<file path="config.mk">
export PLATFORM = sky130hd
export DESIGN_NAME = wake_sleep_planner_flat
export DESIGN_NICKNAME = d
export VERILOG_FILES = /design/src/sv/wsp_pkg.sv /design/src/sv/wsp_in_if.sv /design/src/sv/wsp_out_if.sv /design/src/sv/wake_sleep_planner.sv /design/src/flat_wrapper.sv
export VERILOG_INCLUDE_DIRS = /design/src /design/src/sv
export SDC_FILE = /design/constraint.sdc
export NUM_CORES = 1
export LEC_CHECK = 0
export ABC_AREA = 1
export BUFFER_PORTS_ARGS = -buffer_cell sky130_fd_sc_hd__buf_2
export CORE_MARGIN = 3
export CORE_UTILIZATION = 50
export CTS_CLUSTER_SIZE = 30
export DETAILED_ROUTE_END_ITERATION = 12
export PLACE_DENSITY = 0.7
export SYNTH_ARGS = -nofsm -noshare
export SYNTH_HDL_FRONTEND = slang
export SYNTH_SLANG_ARGS = --single-unit
export TNS_END_PERCENT = 5
</file>
<file path="constraint.sdc">
create_clock -name clk -period 6.35 [get_ports clk]
set_input_delay 0.9525 -clock clk [delete_from_list [all_inputs] [get_ports clk]]
set_output_delay 0.9525 -clock clk [all_outputs]
set_load 0.02 [all_outputs]
</file>
<file path="src/sv/wake_sleep_planner_assert.svh">
// Assertion macros shared by the wake/sleep planner RTL.
// Expects clk and rst_n in the scope where the macros are used.
`ifndef WAKE_SLEEP_PLANNER_ASSERT_SVH
`define WAKE_SLEEP_PLANNER_ASSERT_SVH

// Same-cycle implication, disabled during reset
`define WSP_ASSERT_NOW(label, ante, cons, msg) \
  label: assert property (@(posedge clk) disable iff (!rst_n) (ante) |-> (cons)) \
    else $error(msg);

// Next-cycle implication, disabled during reset
`define WSP_ASSERT_NEXT(label, ante, cons, msg) \
  label: assert property (@(posedge clk) disable iff (!rst_n) (ante) |=> (cons)) \
    else $error(msg);

`endif

</file>
<file path="src/sv/wsp_pkg.sv">
// Package for the wake/sleep planner: field widths, code constants, helpers.
// No dependencies; imported by the channel interfaces and the top level.
`default_nettype none

package wsp_pkg;

  // Field widths
  localparam int unsigned IVAL_W   = 32;
  localparam int unsigned TIME_W   = 64;
  localparam int unsigned FAIL_W   = 16;
  localparam int unsigned CODE_W   = 2;
  localparam int unsigned SLEEP_W  = 32;
  localparam int unsigned BASE_W   = 20;  // any clamped base fits here
  localparam int unsigned MIN_W    = 12;
  localparam int unsigned MAX_W    = 20;
  localparam int unsigned FB_W     = 17;
  localparam int unsigned EPOCH_W  = 32;
  localparam int unsigned CFG_IDX_W = 3;
  localparam int unsigned CFG_DAT_W = 32;

  // Interval source codes
  localparam logic [CODE_W-1:0] SRC_POLICY = 2'd0;
  localparam logic [CODE_W-1:0] SRC_LOCAL  = 2'd1;
  localparam logic [CODE_W-1:0] SRC_CHANGE = 2'd2;

  // Action codes
  localparam logic [CODE_W-1:0] ACT_STAY    = 2'd0;
  localparam logic [CODE_W-1:0] ACT_REFRESH = 2'd1;
  localparam logic [CODE_W-1:0] ACT_SLEEP   = 2'd2;

  // Wake causes
  localparam logic [CODE_W-1:0] WAKE_BUTTON = 2'd1;
  localparam logic [CODE_W-1:0] WAKE_COLD   = 2'd2;

  // Fetch outcomes
  localparam logic [CODE_W-1:0] FETCH_CHANGED   = 2'd0;
  localparam logic [CODE_W-1:0] FETCH_UNCHANGED = 2'd1;

  // Register indexes
  localparam logic [CFG_IDX_W-1:0] CFG_POLL_MIN    = 3'd0;
  localparam logic [CFG_IDX_W-1:0] CFG_POLL_MAX    = 3'd1;
  localparam logic [CFG_IDX_W-1:0] CFG_BACKOFF_CAP = 3'd2;
  localparam logic [CFG_IDX_W-1:0] CFG_FALLBACK    = 3'd3;
  localparam logic [CFG_IDX_W-1:0] CFG_SYNCED      = 3'd4;
  localparam logic [CFG_IDX_W-1:0] CFG_SLEEP_EN    = 3'd5;
  localparam logic [CFG_IDX_W-1:0] CFG_URL         = 3'd6;

  // Register reset values
  localparam logic [MIN_W-1:0]   RST_POLL_MIN    = 12'd30;
  localparam logic [MAX_W-1:0]   RST_POLL_MAX    = 20'd86400;
  localparam logic [MAX_W-1:0]   RST_BACKOFF_CAP = 20'd3600;
  localparam logic [FB_W-1:0]    RST_FALLBACK    = 17'd900;
  localparam logic [EPOCH_W-1:0] RST_SYNCED      = 32'd1700000000;

  // Backoff constants
  localparam logic [FAIL_W-1:0] FAIL_JUMP     = 16'd10;
  localparam logic [FAIL_W-1:0] FAIL_MULT_MIN = 16'd4;
  localparam logic [2:0]        BACKOFF_MULT  = 3'd5;
  localparam logic [FAIL_W-1:0] FAIL_SAT      = '1;

  // Floor test first, then ceiling; result never exceeds 20 bits
  function automatic logic [BASE_W-1:0] clamp_ival(
    input logic [IVAL_W-1:0] s,
    input logic [MIN_W-1:0]  mn,
    input logic [MAX_W-1:0]  mx
  );
    logic [BASE_W-1:0] r;
    if (s < IVAL_W'(mn)) begin
      r = BASE_W'(mn);
    end else if (s > IVAL_W'(mx)) begin
      r = mx;
    end else begin
      r = s[BASE_W-1:0];
    end
    return r;
  endfunction

endpackage

`default_nettype wire

</file>
<file path="src/sv/wsp_in_if.sv">
// Wake report channel: valid/ready handshake plus the report fields.
// Depends on wsp_pkg for field widths.
`default_nettype none

interface wsp_in_if;
  import wsp_pkg::*;

  logic                valid;
  logic                ready;
  logic [IVAL_W-1:0]   policy_interval;
  logic [IVAL_W-1:0]   local_interval;
  logic signed [TIME_W-1:0] change_time;
  logic signed [TIME_W-1:0] now_time;
  logic [FAIL_W-1:0]   fail_count;
  logic [CODE_W-1:0]   wake_cause;
  logic                rtc_sig_ok;
  logic [CODE_W-1:0]   fetch_outcome;
  logic                batt_fitted;
  logic                usb_attached;

  modport source (
    output valid, policy_interval, local_interval, change_time, now_time,
           fail_count, wake_cause, rtc_sig_ok, fetch_outcome, batt_fitted,
           usb_attached,
    input  ready
  );

  modport sink (
    input  valid, policy_interval, local_interval, change_time, now_time,
           fail_count, wake_cause, rtc_sig_ok, fetch_outcome, batt_fitted,
           usb_attached,
    output ready
  );

endinterface

`default_nettype wire

</file>
<file path="src/sv/wsp_out_if.sv">
// Sleep plan channel: valid/ready handshake plus the plan fields.
// Depends on wsp_pkg for field widths.
`default_nettype none

interface wsp_out_if;
  import wsp_pkg::*;

  logic               valid;
  logic               ready;
  logic [SLEEP_W-1:0] sleep_secs;
  logic [CODE_W-1:0]  interval_source;
  logic [CODE_W-1:0]  action;
  logic [FAIL_W-1:0]  next_fail_count;

  modport source (
    output valid, sleep_secs, interval_source, action, next_fail_count,
    input  ready
  );

  modport sink (
    input  valid, sleep_secs, interval_source, action, next_fail_count,
    output ready
  );

endinterface

`default_nettype wire

</file>
<file path="src/sv/wake_sleep_planner.sv">
// Pipeline: three register stages (stage 1, stage 2 and the output registers) lie
// between an input transfer and the plan that it produces on out_ch.
// Throughput: one report per cycle while out_ch does not stall; the three stages
// (clamp and time difference, change-instant shortening, backoff and cap) advance together.
// A stall on out_ch holds every stage in place and drops in_ch.ready.
// Reset (rst_n low, synchronous) empties the pipeline and reloads the registers.
`default_nettype none

module wake_sleep_planner (
  input  wire logic                          clk,
  input  wire logic                          rst_n,
  wsp_in_if.sink                             in_ch,
  wsp_out_if.source                          out_ch,
  input  wire logic                          cfg_we,
  input  wire logic [wsp_pkg::CFG_IDX_W-1:0] cfg_index,
  input  wire logic [wsp_pkg::CFG_DAT_W-1:0] cfg_wdata
);
  import wsp_pkg::*;

  // Configuration registers
  logic [MIN_W-1:0]   poll_min_r;
  logic [MAX_W-1:0]   poll_max_r;
  logic [MAX_W-1:0]   cap_r;
  logic [FB_W-1:0]    fallback_r;
  logic [EPOCH_W-1:0] synced_r;
  logic               sleep_en_r;
  logic               url_r;

  // Stage 1 registers
  logic               s1_valid_r;
  logic [BASE_W-1:0]  s1_base_r;
  logic [CODE_W-1:0]  s1_src_r;
  logic               s1_sync_r;
  logic [TIME_W-1:0]  s1_diff_r;
  logic [FAIL_W-1:0]  s1_fails_r;
  logic [CODE_W-1:0]  s1_action_r;
  logic [FAIL_W-1:0]  s1_next_r;

  // Stage 2 registers
  logic               s2_valid_r;
  logic [BASE_W-1:0]  s2_base_r;
  logic [CODE_W-1:0]  s2_src_r;
  logic [FAIL_W-1:0]  s2_fails_r;
  logic [CODE_W-1:0]  s2_action_r;
  logic [FAIL_W-1:0]  s2_next_r;

  // Output registers
  logic               out_valid_r;
  logic [BASE_W-1:0]  out_sleep_r;
  logic [CODE_W-1:0]  out_src_r;
  logic [CODE_W-1:0]  out_action_r;
  logic [FAIL_W-1:0]  out_next_r;

  // Next values
  logic [BASE_W-1:0]  s1_base_nxt;
  logic [CODE_W-1:0]  s1_src_nxt;
  logic               s1_sync_nxt;
  logic [TIME_W-1:0]  s1_diff_nxt;
  logic [CODE_W-1:0]  s1_action_nxt;
  logic [FAIL_W-1:0]  s1_next_nxt;
  logic [BASE_W-1:0]  s2_base_nxt;
  logic [CODE_W-1:0]  s2_src_nxt;
  logic [BASE_W-1:0]  out_sleep_nxt;

  logic               adv;
  logic               in_xfer;
  logic               diff_pos;
  logic               diff_small;
  logic [BASE_W+2:0]  base_x5;
  logic [BASE_W+2:0]  backoff;
  logic [BASE_W+2:0]  capped;

  // Assertion helpers
  logic               sleep_hi_zero;
  logic               s2_is_chg;
  logic               stay_adv;

  // Whole pipeline moves when the output slot is free or being taken
  assign adv          = out_ch.ready || !out_valid_r;
  assign in_ch.ready  = adv;
  assign in_xfer      = in_ch.valid && adv;

  // Configuration writes
  always_ff @(posedge clk) begin
    if (!rst_n) begin
      poll_min_r <= RST_POLL_MIN;
      poll_max_r <= RST_POLL_MAX;
      cap_r      <= RST_BACKOFF_CAP;
      fallback_r <= RST_FALLBACK;
      synced_r   <= RST_SYNCED;
      sleep_en_r <= 1'b1;
      url_r      <= 1'b1;
    end else if (cfg_we) begin
      unique case (cfg_index)
        CFG_POLL_MIN:    poll_min_r <= cfg_wdata[MIN_W-1:0];
        CFG_POLL_MAX:    poll_max_r <= cfg_wdata[MAX_W-1:0];
        CFG_BACKOFF_CAP: cap_r      <= cfg_wdata[MAX_W-1:0];
        CFG_FALLBACK:    fallback_r <= cfg_wdata[FB_W-1:0];
        CFG_SYNCED:      synced_r   <= cfg_wdata[EPOCH_W-1:0];
        CFG_SLEEP_EN:    sleep_en_r <= cfg_wdata[0];
        CFG_URL:         url_r      <= cfg_wdata[0];
        default: ;
      endcase
    end
  end

  // Stage 1: base selection, sync test, time difference, action decision
  always_comb begin
    if (in_ch.policy_interval != '0) begin
      s1_base_nxt = clamp_ival(in_ch.policy_interval, poll_min_r, poll_max_r);
      s1_src_nxt  = SRC_POLICY;
    end else begin
      s1_src_nxt = SRC_LOCAL;
      if (in_ch.local_interval != '0) begin
        s1_base_nxt = clamp_ival(in_ch.local_interval, poll_min_r, poll_max_r);
      end else begin
        s1_base_nxt = BASE_W'(fallback_r);
      end
    end

    // change must be positive; now must be nonnegative and at or past the sync epoch
    s1_sync_nxt = (in_ch.change_time > 0) && !in_ch.now_time[TIME_W-1] &&
                  (in_ch.now_time >= $signed({{(TIME_W-EPOCH_W){1'b0}}, synced_r}));
    s1_diff_nxt = in_ch.change_time - in_ch.now_time;

    // Safety gates first, then wake cause, RTC and fetch outcome
    s1_action_nxt = ACT_STAY;
    s1_next_nxt   = in_ch.fail_count;
    if (sleep_en_r && in_ch.batt_fitted && !in_ch.usb_attached && url_r &&
        (in_ch.wake_cause != WAKE_BUTTON)) begin
      if ((in_ch.wake_cause == WAKE_COLD) || !in_ch.rtc_sig_ok) begin
        s1_action_nxt = ACT_REFRESH;
        s1_next_nxt   = '0;
      end else begin
        case (in_ch.fetch_outcome)
          FETCH_CHANGED: begin
            s1_action_nxt = ACT_REFRESH;
          end
          FETCH_UNCHANGED: begin
            s1_action_nxt = ACT_SLEEP;
            s1_next_nxt   = '0;
          end
          default: begin
            s1_action_nxt = ACT_SLEEP;
            if (in_ch.fail_count != FAIL_SAT) begin
              s1_next_nxt = in_ch.fail_count + 1'b1;
            end
          end
        endcase
      end
    end
  end

  // Stage 2: shorten to a strictly future change instant, floored at poll_min
  always_comb begin
    diff_pos    = !s1_diff_r[TIME_W-1] && (s1_diff_r != '0);
    diff_small  = (s1_diff_r[TIME_W-1:BASE_W] == '0) &&
                  (s1_diff_r[BASE_W-1:0] < s1_base_r);
    s2_base_nxt = s1_base_r;
    s2_src_nxt  = s1_src_r;
    if (s1_sync_r && diff_pos && diff_small) begin
      s2_src_nxt  = SRC_CHANGE;
      s2_base_nxt = (s1_diff_r[BASE_W-1:0] > BASE_W'(poll_min_r)) ?
                    s1_diff_r[BASE_W-1:0] : BASE_W'(poll_min_r);
    end
  end

  // Stage 3: backoff, cap, then floor at the base
  always_comb begin
    base_x5 = (BASE_W+3)'(s2_base_r) * (BASE_W+3)'(BACKOFF_MULT);
    if (s2_fails_r > FAIL_JUMP) begin
      backoff = (BASE_W+3)'(cap_r);
    end else if (s2_fails_r >= FAIL_MULT_MIN) begin
      backoff = base_x5;
    end else begin
      backoff = (BASE_W+3)'(s2_base_r);
    end
    capped = (backoff > (BASE_W+3)'(cap_r)) ? (BASE_W+3)'(cap_r) : backoff;
    out_sleep_nxt = (capped < (BASE_W+3)'(s2_base_r)) ? s2_base_r :
                    capped[BASE_W-1:0];
  end

  // Valid bits
  always_ff @(posedge clk) begin
    if (!rst_n) begin
      s1_valid_r  <= 1'b0;
      s2_valid_r  <= 1'b0;
      out_valid_r <= 1'b0;
    end else if (adv) begin
      s1_valid_r  <= in_xfer;
      s2_valid_r  <= s1_valid_r;
      out_valid_r <= s2_valid_r;
    end
  end

  // Payload registers
  always_ff @(posedge clk) begin
    if (adv) begin
      s1_base_r    <= s1_base_nxt;
      s1_src_r     <= s1_src_nxt;
      s1_sync_r    <= s1_sync_nxt;
      s1_diff_r    <= s1_diff_nxt;
      s1_fails_r   <= in_ch.fail_count;
      s1_action_r  <= s1_action_nxt;
      s1_next_r    <= s1_next_nxt;

      s2_base_r    <= s2_base_nxt;
      s2_src_r     <= s2_src_nxt;
      s2_fails_r   <= s1_fails_r;
      s2_action_r  <= s1_action_r;
      s2_next_r    <= s1_next_r;

      out_sleep_r  <= out_sleep_nxt;
      out_src_r    <= s2_src_r;
      out_action_r <= s2_action_r;
      out_next_r   <= s2_next_r;
    end
  end

  // Output channel
  assign out_ch.valid           = out_valid_r;
  assign out_ch.sleep_secs      = SLEEP_W'(out_sleep_r);
  assign out_ch.interval_source = out_src_r;
  assign out_ch.action          = out_action_r;
  assign out_ch.next_fail_count = out_next_r;

  // Conditions the checks below refer to
  assign sleep_hi_zero = (out_ch.sleep_secs[SLEEP_W-1:BASE_W] == '0);
  assign s2_is_chg     = s2_valid_r && (s2_src_r == SRC_CHANGE);
  assign stay_adv      = adv && s2_valid_r && (s2_action_r == ACT_STAY);

  `include "wake_sleep_planner_assert.svh"

  // Sleep never exceeds the 20-bit range of a clamped base
  `WSP_ASSERT_NOW(a_sleep_range, out_valid_r, sleep_hi_zero, "sleep out of range")
  // A stall freezes the stage 1 slot
  `WSP_ASSERT_NEXT(a_stall_hold, !adv, $stable(s1_valid_r) && $stable(s1_base_r), "s1 moved")
  // A change-instant base is floored at poll_min
  `WSP_ASSERT_NOW(a_change_floor, s2_is_chg, s2_base_r >= BASE_W'(poll_min_r), "base < poll_min")
  // Stay-awake plans carry the count through unchanged from stage 2
  `WSP_ASSERT_NEXT(a_stay_count, stay_adv, out_next_r == $past(s2_fails_r), "stay count moved")

endmodule

`default_nettype wire
</file>
<file path="src/flat_wrapper.sv">
// flat-port wrapper written by rule: the top's interface ports become plain ports
module wake_sleep_planner_flat import wsp_pkg::*;
  (clk, rst_n, cfg_we, cfg_index, cfg_wdata, in_ch_valid, in_ch_policy_interval, in_ch_local_interval, in_ch_change_time, in_ch_now_time, in_ch_fail_count, in_ch_wake_cause, in_ch_rtc_sig_ok, in_ch_fetch_outcome, in_ch_batt_fitted, in_ch_usb_attached, in_ch_ready, out_ch_valid, out_ch_sleep_secs, out_ch_interval_source, out_ch_action, out_ch_next_fail_count, out_ch_ready);
  wsp_in_if in_ch_i ();
  wsp_out_if out_ch_i ();
  input  wire logic clk;
  input  wire logic rst_n;
  input  wire logic cfg_we;
  input  wire logic [wsp_pkg::CFG_IDX_W-1:0] cfg_index;
  input  wire logic [wsp_pkg::CFG_DAT_W-1:0] cfg_wdata;
  input wire logic [$bits(in_ch_i.valid)-1:0] in_ch_valid;
  input wire logic [$bits(in_ch_i.policy_interval)-1:0] in_ch_policy_interval;
  input wire logic [$bits(in_ch_i.local_interval)-1:0] in_ch_local_interval;
  input wire logic [$bits(in_ch_i.change_time)-1:0] in_ch_change_time;
  input wire logic [$bits(in_ch_i.now_time)-1:0] in_ch_now_time;
  input wire logic [$bits(in_ch_i.fail_count)-1:0] in_ch_fail_count;
  input wire logic [$bits(in_ch_i.wake_cause)-1:0] in_ch_wake_cause;
  input wire logic [$bits(in_ch_i.rtc_sig_ok)-1:0] in_ch_rtc_sig_ok;
  input wire logic [$bits(in_ch_i.fetch_outcome)-1:0] in_ch_fetch_outcome;
  input wire logic [$bits(in_ch_i.batt_fitted)-1:0] in_ch_batt_fitted;
  input wire logic [$bits(in_ch_i.usb_attached)-1:0] in_ch_usb_attached;
  output wire logic [$bits(in_ch_i.ready)-1:0] in_ch_ready;
  output wire logic [$bits(out_ch_i.valid)-1:0] out_ch_valid;
  output wire logic [$bits(out_ch_i.sleep_secs)-1:0] out_ch_sleep_secs;
  output wire logic [$bits(out_ch_i.interval_source)-1:0] out_ch_interval_source;
  output wire logic [$bits(out_ch_i.action)-1:0] out_ch_action;
  output wire logic [$bits(out_ch_i.next_fail_count)-1:0] out_ch_next_fail_count;
  input wire logic [$bits(out_ch_i.ready)-1:0] out_ch_ready;
  assign in_ch_i.valid = in_ch_valid;
  assign in_ch_i.policy_interval = in_ch_policy_interval;
  assign in_ch_i.local_interval = in_ch_local_interval;
  assign in_ch_i.change_time = in_ch_change_time;
  assign in_ch_i.now_time = in_ch_now_time;
  assign in_ch_i.fail_count = in_ch_fail_count;
  assign in_ch_i.wake_cause = in_ch_wake_cause;
  assign in_ch_i.rtc_sig_ok = in_ch_rtc_sig_ok;
  assign in_ch_i.fetch_outcome = in_ch_fetch_outcome;
  assign in_ch_i.batt_fitted = in_ch_batt_fitted;
  assign in_ch_i.usb_attached = in_ch_usb_attached;
  assign in_ch_ready = in_ch_i.ready;
  assign out_ch_valid = out_ch_i.valid;
  assign out_ch_sleep_secs = out_ch_i.sleep_secs;
  assign out_ch_interval_source = out_ch_i.interval_source;
  assign out_ch_action = out_ch_i.action;
  assign out_ch_next_fail_count = out_ch_i.next_fail_count;
  assign out_ch_i.ready = out_ch_ready;
  wake_sleep_planner u_core (.clk(clk), .rst_n(rst_n), .in_ch(in_ch_i), .out_ch(out_ch_i), .cfg_we(cfg_we), .cfg_index(cfg_index), .cfg_wdata(cfg_wdata));
endmodule
</file>
# Yosys cells after proc, flatten, opt, wreduce, memory -nomap -nowiden
# Index checks and enable logic that the tools add are counted.
# word_totals
mem_bits_rw	0
reg_bits	323
inputBits	255
latch_bits	0
output_inout_bits	54
rom_bits	0
elab_cells	104
n_memories	0
# op_classes
reduce_logical	32
muxes	19
bitwise_logic	1
mul	1
n_addsub	2
magnitude_cmp	12
div	0
n_shift	0
eq_ne	10
# ops
cell	count
20-bit 2-to-1 mux	9
23-bit 2-to-1 mux	3
64-bit by 33-bit greater-or-equal comparator with 1-bit output	1
32-bit by 20-bit > comparator with 1-bit output	2
64-bit by 1-bit > comparator with 1-bit output, second input constant	1
32-bit by 12-bit less-than comparator with 1-bit output	2
32-bit nonzero test	2
64-bit nonzero test	1
64-bit subtractor	1
16-bit 2-to-1 mux	3
44-bit zero test	1
16-bit case mux with 2 select lines	1
23-bit by 20-bit > comparator with 1-bit output	1
23-bit by 20-bit less-than comparator with 1-bit output	1
20-bit by 3-bit multiplier with 23-bit output, second input constant	1
20-bit by 12-bit > comparator with 1-bit output	1
20-bit less-than comparator	1
16-bit by 1-bit adder with 16-bit output, second input constant	1
16-bit by 3-bit greater-or-equal comparator with 1-bit output, second input constant	1
16-bit by 4-bit > comparator with 1-bit output, second input constant	1
16-bit inequality test, second input constant	1
2-bit AND reduction	7
1-bit logical AND	11
3-bit == test, second input constant	3
13 further kinds	20

# Depth between registers and ports, before layout
# depth
word_depth	7
depth_mapped	41
depth_no_buf	39

# Worst setup path after synthesis
# No wires, ideal clock.
# synth_path
path_kind	input-to-output
start	input out_ch_ready
end	output in_ch_ready
cell_stages	2
path_slack_ns	0.078
arrival_time_ns	5.319
path_buffers	0
required_ns	5.398
path_cell_list	nor2_1 > inv_1
# synth_between
elab_chain_len	1
# synth_rtl
element	line_no	text
start, declared	flat_wrapper.sv:28	input wire logic [$bits(out_ch_i.ready)-1:0] out_ch_ready;
1-bit logical OR	wake_sleep_planner.sv:79	assign adv = out_ch.ready || !out_valid_r;
end, declared	flat_wrapper.sv:22	output wire logic [$bits(in_ch_i.ready)-1:0] in_ch_ready;
# No other way between the ends.

# Final worst setup path
# layout_path
start	register u_core.s2_base_r[4]
end	register u_core.out_sleep_r[6], data pin
# layout_between
elab_chain_len	7
# layout_rtl
element	line_no	text
start, declared	wake_sleep_planner.sv:41	logic [BASE_W-1:0] s2_base_r;
start signal, assigned	wake_sleep_planner.sv:207	s2_base_r <= s2_base_nxt;
20-bit by 3-bit multiplier with 23-bit output	wake_sleep_planner.sv:170	base_x5 = (BASE_W+3)'(s2_base_r) * (BASE_W+3)'(BACKOFF_MULT);
23-bit 2-to-1 mux	wake_sleep_planner.sv:173	end else if (s2_fails_r >= FAIL_MULT_MIN) begin
23-bit 2-to-1 mux	wake_sleep_planner.sv:171	if (s2_fails_r > FAIL_JUMP) begin
23-bit by 20-bit > comparator with 1-bit output	wake_sleep_planner.sv:178	capped = (backoff > (BASE_W+3)'(cap_r)) ? (BASE_W+3)'(cap_r) : backoff;
23-bit 2-to-1 mux	wake_sleep_planner.sv:178	
23-bit by 20-bit less-than comparator with 1-bit output	wake_sleep_planner.sv:179	out_sleep_nxt = (capped < (BASE_W+3)'(s2_base_r)) ? s2_base_r :
20-bit 2-to-1 mux *	wake_sleep_planner.sv:179	
via u_core.out_sleep_nxt[6]	wake_sleep_planner.sv:63	logic [BASE_W-1:0] out_sleep_nxt;
end signal, assigned	wake_sleep_planner.sv:213	out_sleep_r <= out_sleep_nxt;
end, declared	wake_sleep_planner.sv:49	logic [BASE_W-1:0] out_sleep_r;
# Mark *: on every way through the listed nets, which the timed path passes. The rest lies on a longest branch.
# A chain may end at the register's enable or synchronous reset.

==> metrics.md <==
| Metric | Value |
|---|---|
| Clock share of power | `between 30% and 40%` |
| Drt pass-1 iters | `8` |
| CTS max path bufs | `3` |
| Switching Share | `31.1%` |
| Area grow syn2layout | `14.8%` |
| Slew Limit Fails | `0` |
| Sink Count | `between 300 and 400` |
| Post-synth top area share | `approximately 28%` |
| Core area | `45600 um^2` |
| Cells on worst reg2reg path | `35` |
| Vias per Instance | `approximately 5.7` |
| Placed Area | `25200 um^2` |
| Initial Util | `around half` |
| Combinational power share | `approximately 23%` |
| Pint | `4.41 mW` |
| RR Endpoint | `u_core.out_sleep_r[6]` |
| Commonest non-fill, non-tap cell in the layout | `nand2_1` |
| Final setup viols | `0` |
| # DRC | `0` |
| Port bufs | `slightly below 300` |
| Final #Nets | `between 3000 and 4000` |
| Post-synth top flop | `edfxtp_1` |
| Reg-to-Reg Start | `u_core.s2_base_r[4]` |
| Arr. time, crit path | `6.20 ns` |
| Worst-Margin Slew | `between 1 and 1.5 ns` |
| Design area | `~27000 um^2` |
| Max-Cap Viols | `0` |
| Fin cells | `around 3900` |
| Slowest-stage cell, CP | `edfxtp_1` |
| CP max FO | `34` |
| First-pass GRT wire length | `between 100 and 150 mm` |
| Async SR Flop Fraction | `0%` |
| FF-to-FF setup slack | `0.46 ns` |
| Synth cell types | `62` |
| CP Launch Type | `flip-flop` |
| Worst skew pair latency | `about 0.56 ns` |
| Crit end category | `flip-flop` |
| Gpl congestion | `1.04` |
| Rows | `78` |
| DIE AREA | `just under 50000 um^2` |
| Detailed-route via count | `22000` |
| Global Route Usage Sum | `about 29%` |
| Post-synth EDFFs | `approximately 220` |
| Die height | `roughly 220 um` |
| Yosys warns | `0` |
| Routed WL per cell | `18.9 um` |
| Lkg Pwr | `around 12 nW` |
| Number of DRC markers in iteration 0 | `1927` |
| Post-synth design cell area | `about 23000 um^2` |
| Clock slew at reported path FFs | `roughly 0.06 ns` |
| Post-layout minimum cycle time | `a little under 6 ns` |
| Antenna viol nets, final | `0` |
| Status | `complete, no violations` |
| Mapped Avg Cell Area | `roughly 8 um^2` |
| Gate Count Post-Synth | `roughly 3000` |
| Pwr/cell area | `~240 nW/um^2` |
| Commonest cells after routing, fill and taps aside | `486 x nand2_1, 442 x inv_1, 296 x buf_2` |
| Post-synthesis sequential area ratio | `between 30% and 40%` |
| Setup Skew | `approximately 0.023 ns` |
| Initial antenna violation count | `5` |
| Total Wirelength | `about 73 mm` |
| Number of synthesized register bits | `322` |
| Part of the power in registers | `between 40 and 50%` |
| CTS tree | `yes` |
| Pre-CTS setup slack | `0.109 ns` |
| Hold Violations, Final | `0` |
| # placed instances | `between 3000 and 4000` |
| Setup ws final | `0.457 ns` |
| Hold slack final | `approximately 0.41 ns` |
| CTS Hold Bufs | `0` |
| F_max | `~170 MHz` |
| Worst EP required | `between 6 and 7 ns` |
| Cell taking the most area after synthesis | `edfxtp_1` |
| Grt total ovfl | `0` |
| Largest net degree at the start of global routing | `136` |
| Max transition margin | `between 10% and 20%` |
| Tcrit/Tclk final | `approximately 93%` |
| Worst vdd ir | `about 0.00026 V` |
| # IOs | `a little over 300` |
| Vias in the first global route | `approximately 21000` |
| Die width | `221 um` |
| Worst stage delay on the critical path | `0.48 ns` |
| CP most frequent cell | `nand2_1` |
| Share of cells above drive strength 1 | `approximately an eighth` |
| Post-layout util | `between 50% and 60%` |
| H-tree depth | `2` |
| Setup TNS | `0 ns` |
| CTS buffer count | `39` |
| Clk root buf | `clkbuf_16` |
| Total power draw | `~6.4 mW` |
| Worst setup endpoint | `u_core.out_sleep_r[6]` |
| DP HPWL | `between 50 and 60 mm` |
| P_sw | `1.99 mW` |
| Top cells by area, synth | `edfxtp_1 28%, ha_1 14%, dfxtp_1 9.2%` |
| Min-delay worst type | `reg2reg` |
| Crit. Startpoint | `u_core.s2_base_r[4]` |
| Diodes inserted | `0` |
| WS Path Type | `reg2reg` |
-- Yosys cell counts, drive strengths merged (11+ instances only) --
| library cell | n |
|---|---|
| dfxtp | 106 |
| nand2 | 488 |
| nor2 | 283 |
| o22ai | 11 |
| a31oi | 31 |
| nand4 | 41 |
| o211ai | 54 |
| clkbuf | 53 |
| o21ai | 263 |
| nand3 | 122 |
| inv | 445 |
| xor2 | 44 |
| a21o | 14 |
| ha | 264 |
| xnor2 | 18 |
| edfxtp | 216 |
| nor3 | 33 |
| nor4 | 74 |
| a21oi | 277 |
| buf | 23 |
-- registers in the layout, summed over array words and instances, names as in the netlist, 2 cells and up --
name / cells
u_core.cap_r: 20
u_core.fallback_r: 17
u_core.out_ch.action: 2
u_core.out_ch.interval_source: 2
u_core.out_ch.next_fail_count: 16
u_core.out_sleep_r: 20
u_core.poll_max_r: 20
u_core.poll_min_r: 12
u_core.s1_action_r: 2
u_core.s1_base_r: 20
u_core.s1_diff_r: 64
u_core.s1_fails_r: 16
u_core.s1_next_r: 16
u_core.s2_action_r: 2
u_core.s2_base_r: 20
u_core.s2_fails_r: 16
u_core.s2_next_r: 16
u_core.s2_src_r: 2
u_core.synced_r: 32
-- worst max-delay path, delay by kind of cell (launching register included) --
kind / cells / cell delay (ns)
and+or+nand+nor: 17 / 1.70
AOI/OAI and AO/OA: 9 / 1.47
buffers and inverters: 4 / 0.47
xor gates and xnor gates: 1 / 0.19
DFF: 1 / 0.48
adders and majority gates: 4 / 1.29
-- power groups by stage --
stage / Clock [mW] / Combinational (mW) / Sequential, mW
floorplan: 0 / 0.901 / 2.66
global placement: 0 / 1.40 / 2.65
detailed placement: 0 / 1.43 / 2.65
CTS: 2.37 / 1.44 / 2.61
global route: 2.46 / 1.64 / 2.63
finish: 2.32 / 1.47 / 2.61
-- repair_timing --
item,CTS,global route
setup endpoints to repair,0,20
buffers inserted,0,1
endpoints found under the hold margin,0,0
resized for setup,0,11
-- kinds of logic after synthesis --
| family | share of synthesized area [%] |
|---|---|
| buffers and inverters | 8.81 |
| flip-flops | 37.1 |
| other | 0.0162 |
| AND/OR/NAND/NOR | 19.6 |
| adder cells (fa/ha/maj) | 14.4 |
| AO/OA/AOI/OAI | 17.6 |
| XOR/XNOR | 2.34 |
-- area by class of cell --
class / instances / area (um^2)
clock buffer: 44 / 1050
clock inverter: 28 / 309
fill: 4172 / 19000
inverter: 449 / 1710
multi-input combinational: 2122 / 12600
sequential: 322 / 8610
tap: 600 / 751
timing repair buffer: 311 / 1600
-- how the worst min path moves through the flow --
stage                          startpoint                           endpoint  slack [ns]  cells past startpoint
floorplan           u_core.s2_action_r[0]            u_core.out_ch.action[0]        0.40                      0
global placement    u_core.s1_fails_r[11]              u_core.s2_fails_r[11]        0.40                      0
detailed placement   u_core.s2_next_r[15]  u_core.out_ch.next_fail_count[15]        0.40                      0
CTS                  u_core.s2_next_r[10]  u_core.out_ch.next_fail_count[10]        0.41                      0
global route        u_core.s1_action_r[1]              u_core.s2_action_r[1]        0.42                      0
finish               u_core.s2_next_r[10]  u_core.out_ch.next_fail_count[10]        0.41                      0
-- per-layer routing --
| layer | wire length [um] | track usage [%] | part of all wire [%] | vias up |
|---|---|---|---|---|
| met5 | 39 | 0 | 0.053 | - |
| met4 | 3300 | 12.4 | 4.5 | 6 |
| met3 | 5940 | 5.74 | 8.1 | 192 |
| met2 | 31800 | 44.4 | 43 | 909 |
| met1 | 32200 | 40.0 | 44 | 10100 |
| li1 | - | - | - | 10800 |
No activity file was read; power rests on OpenSTA's default activity.
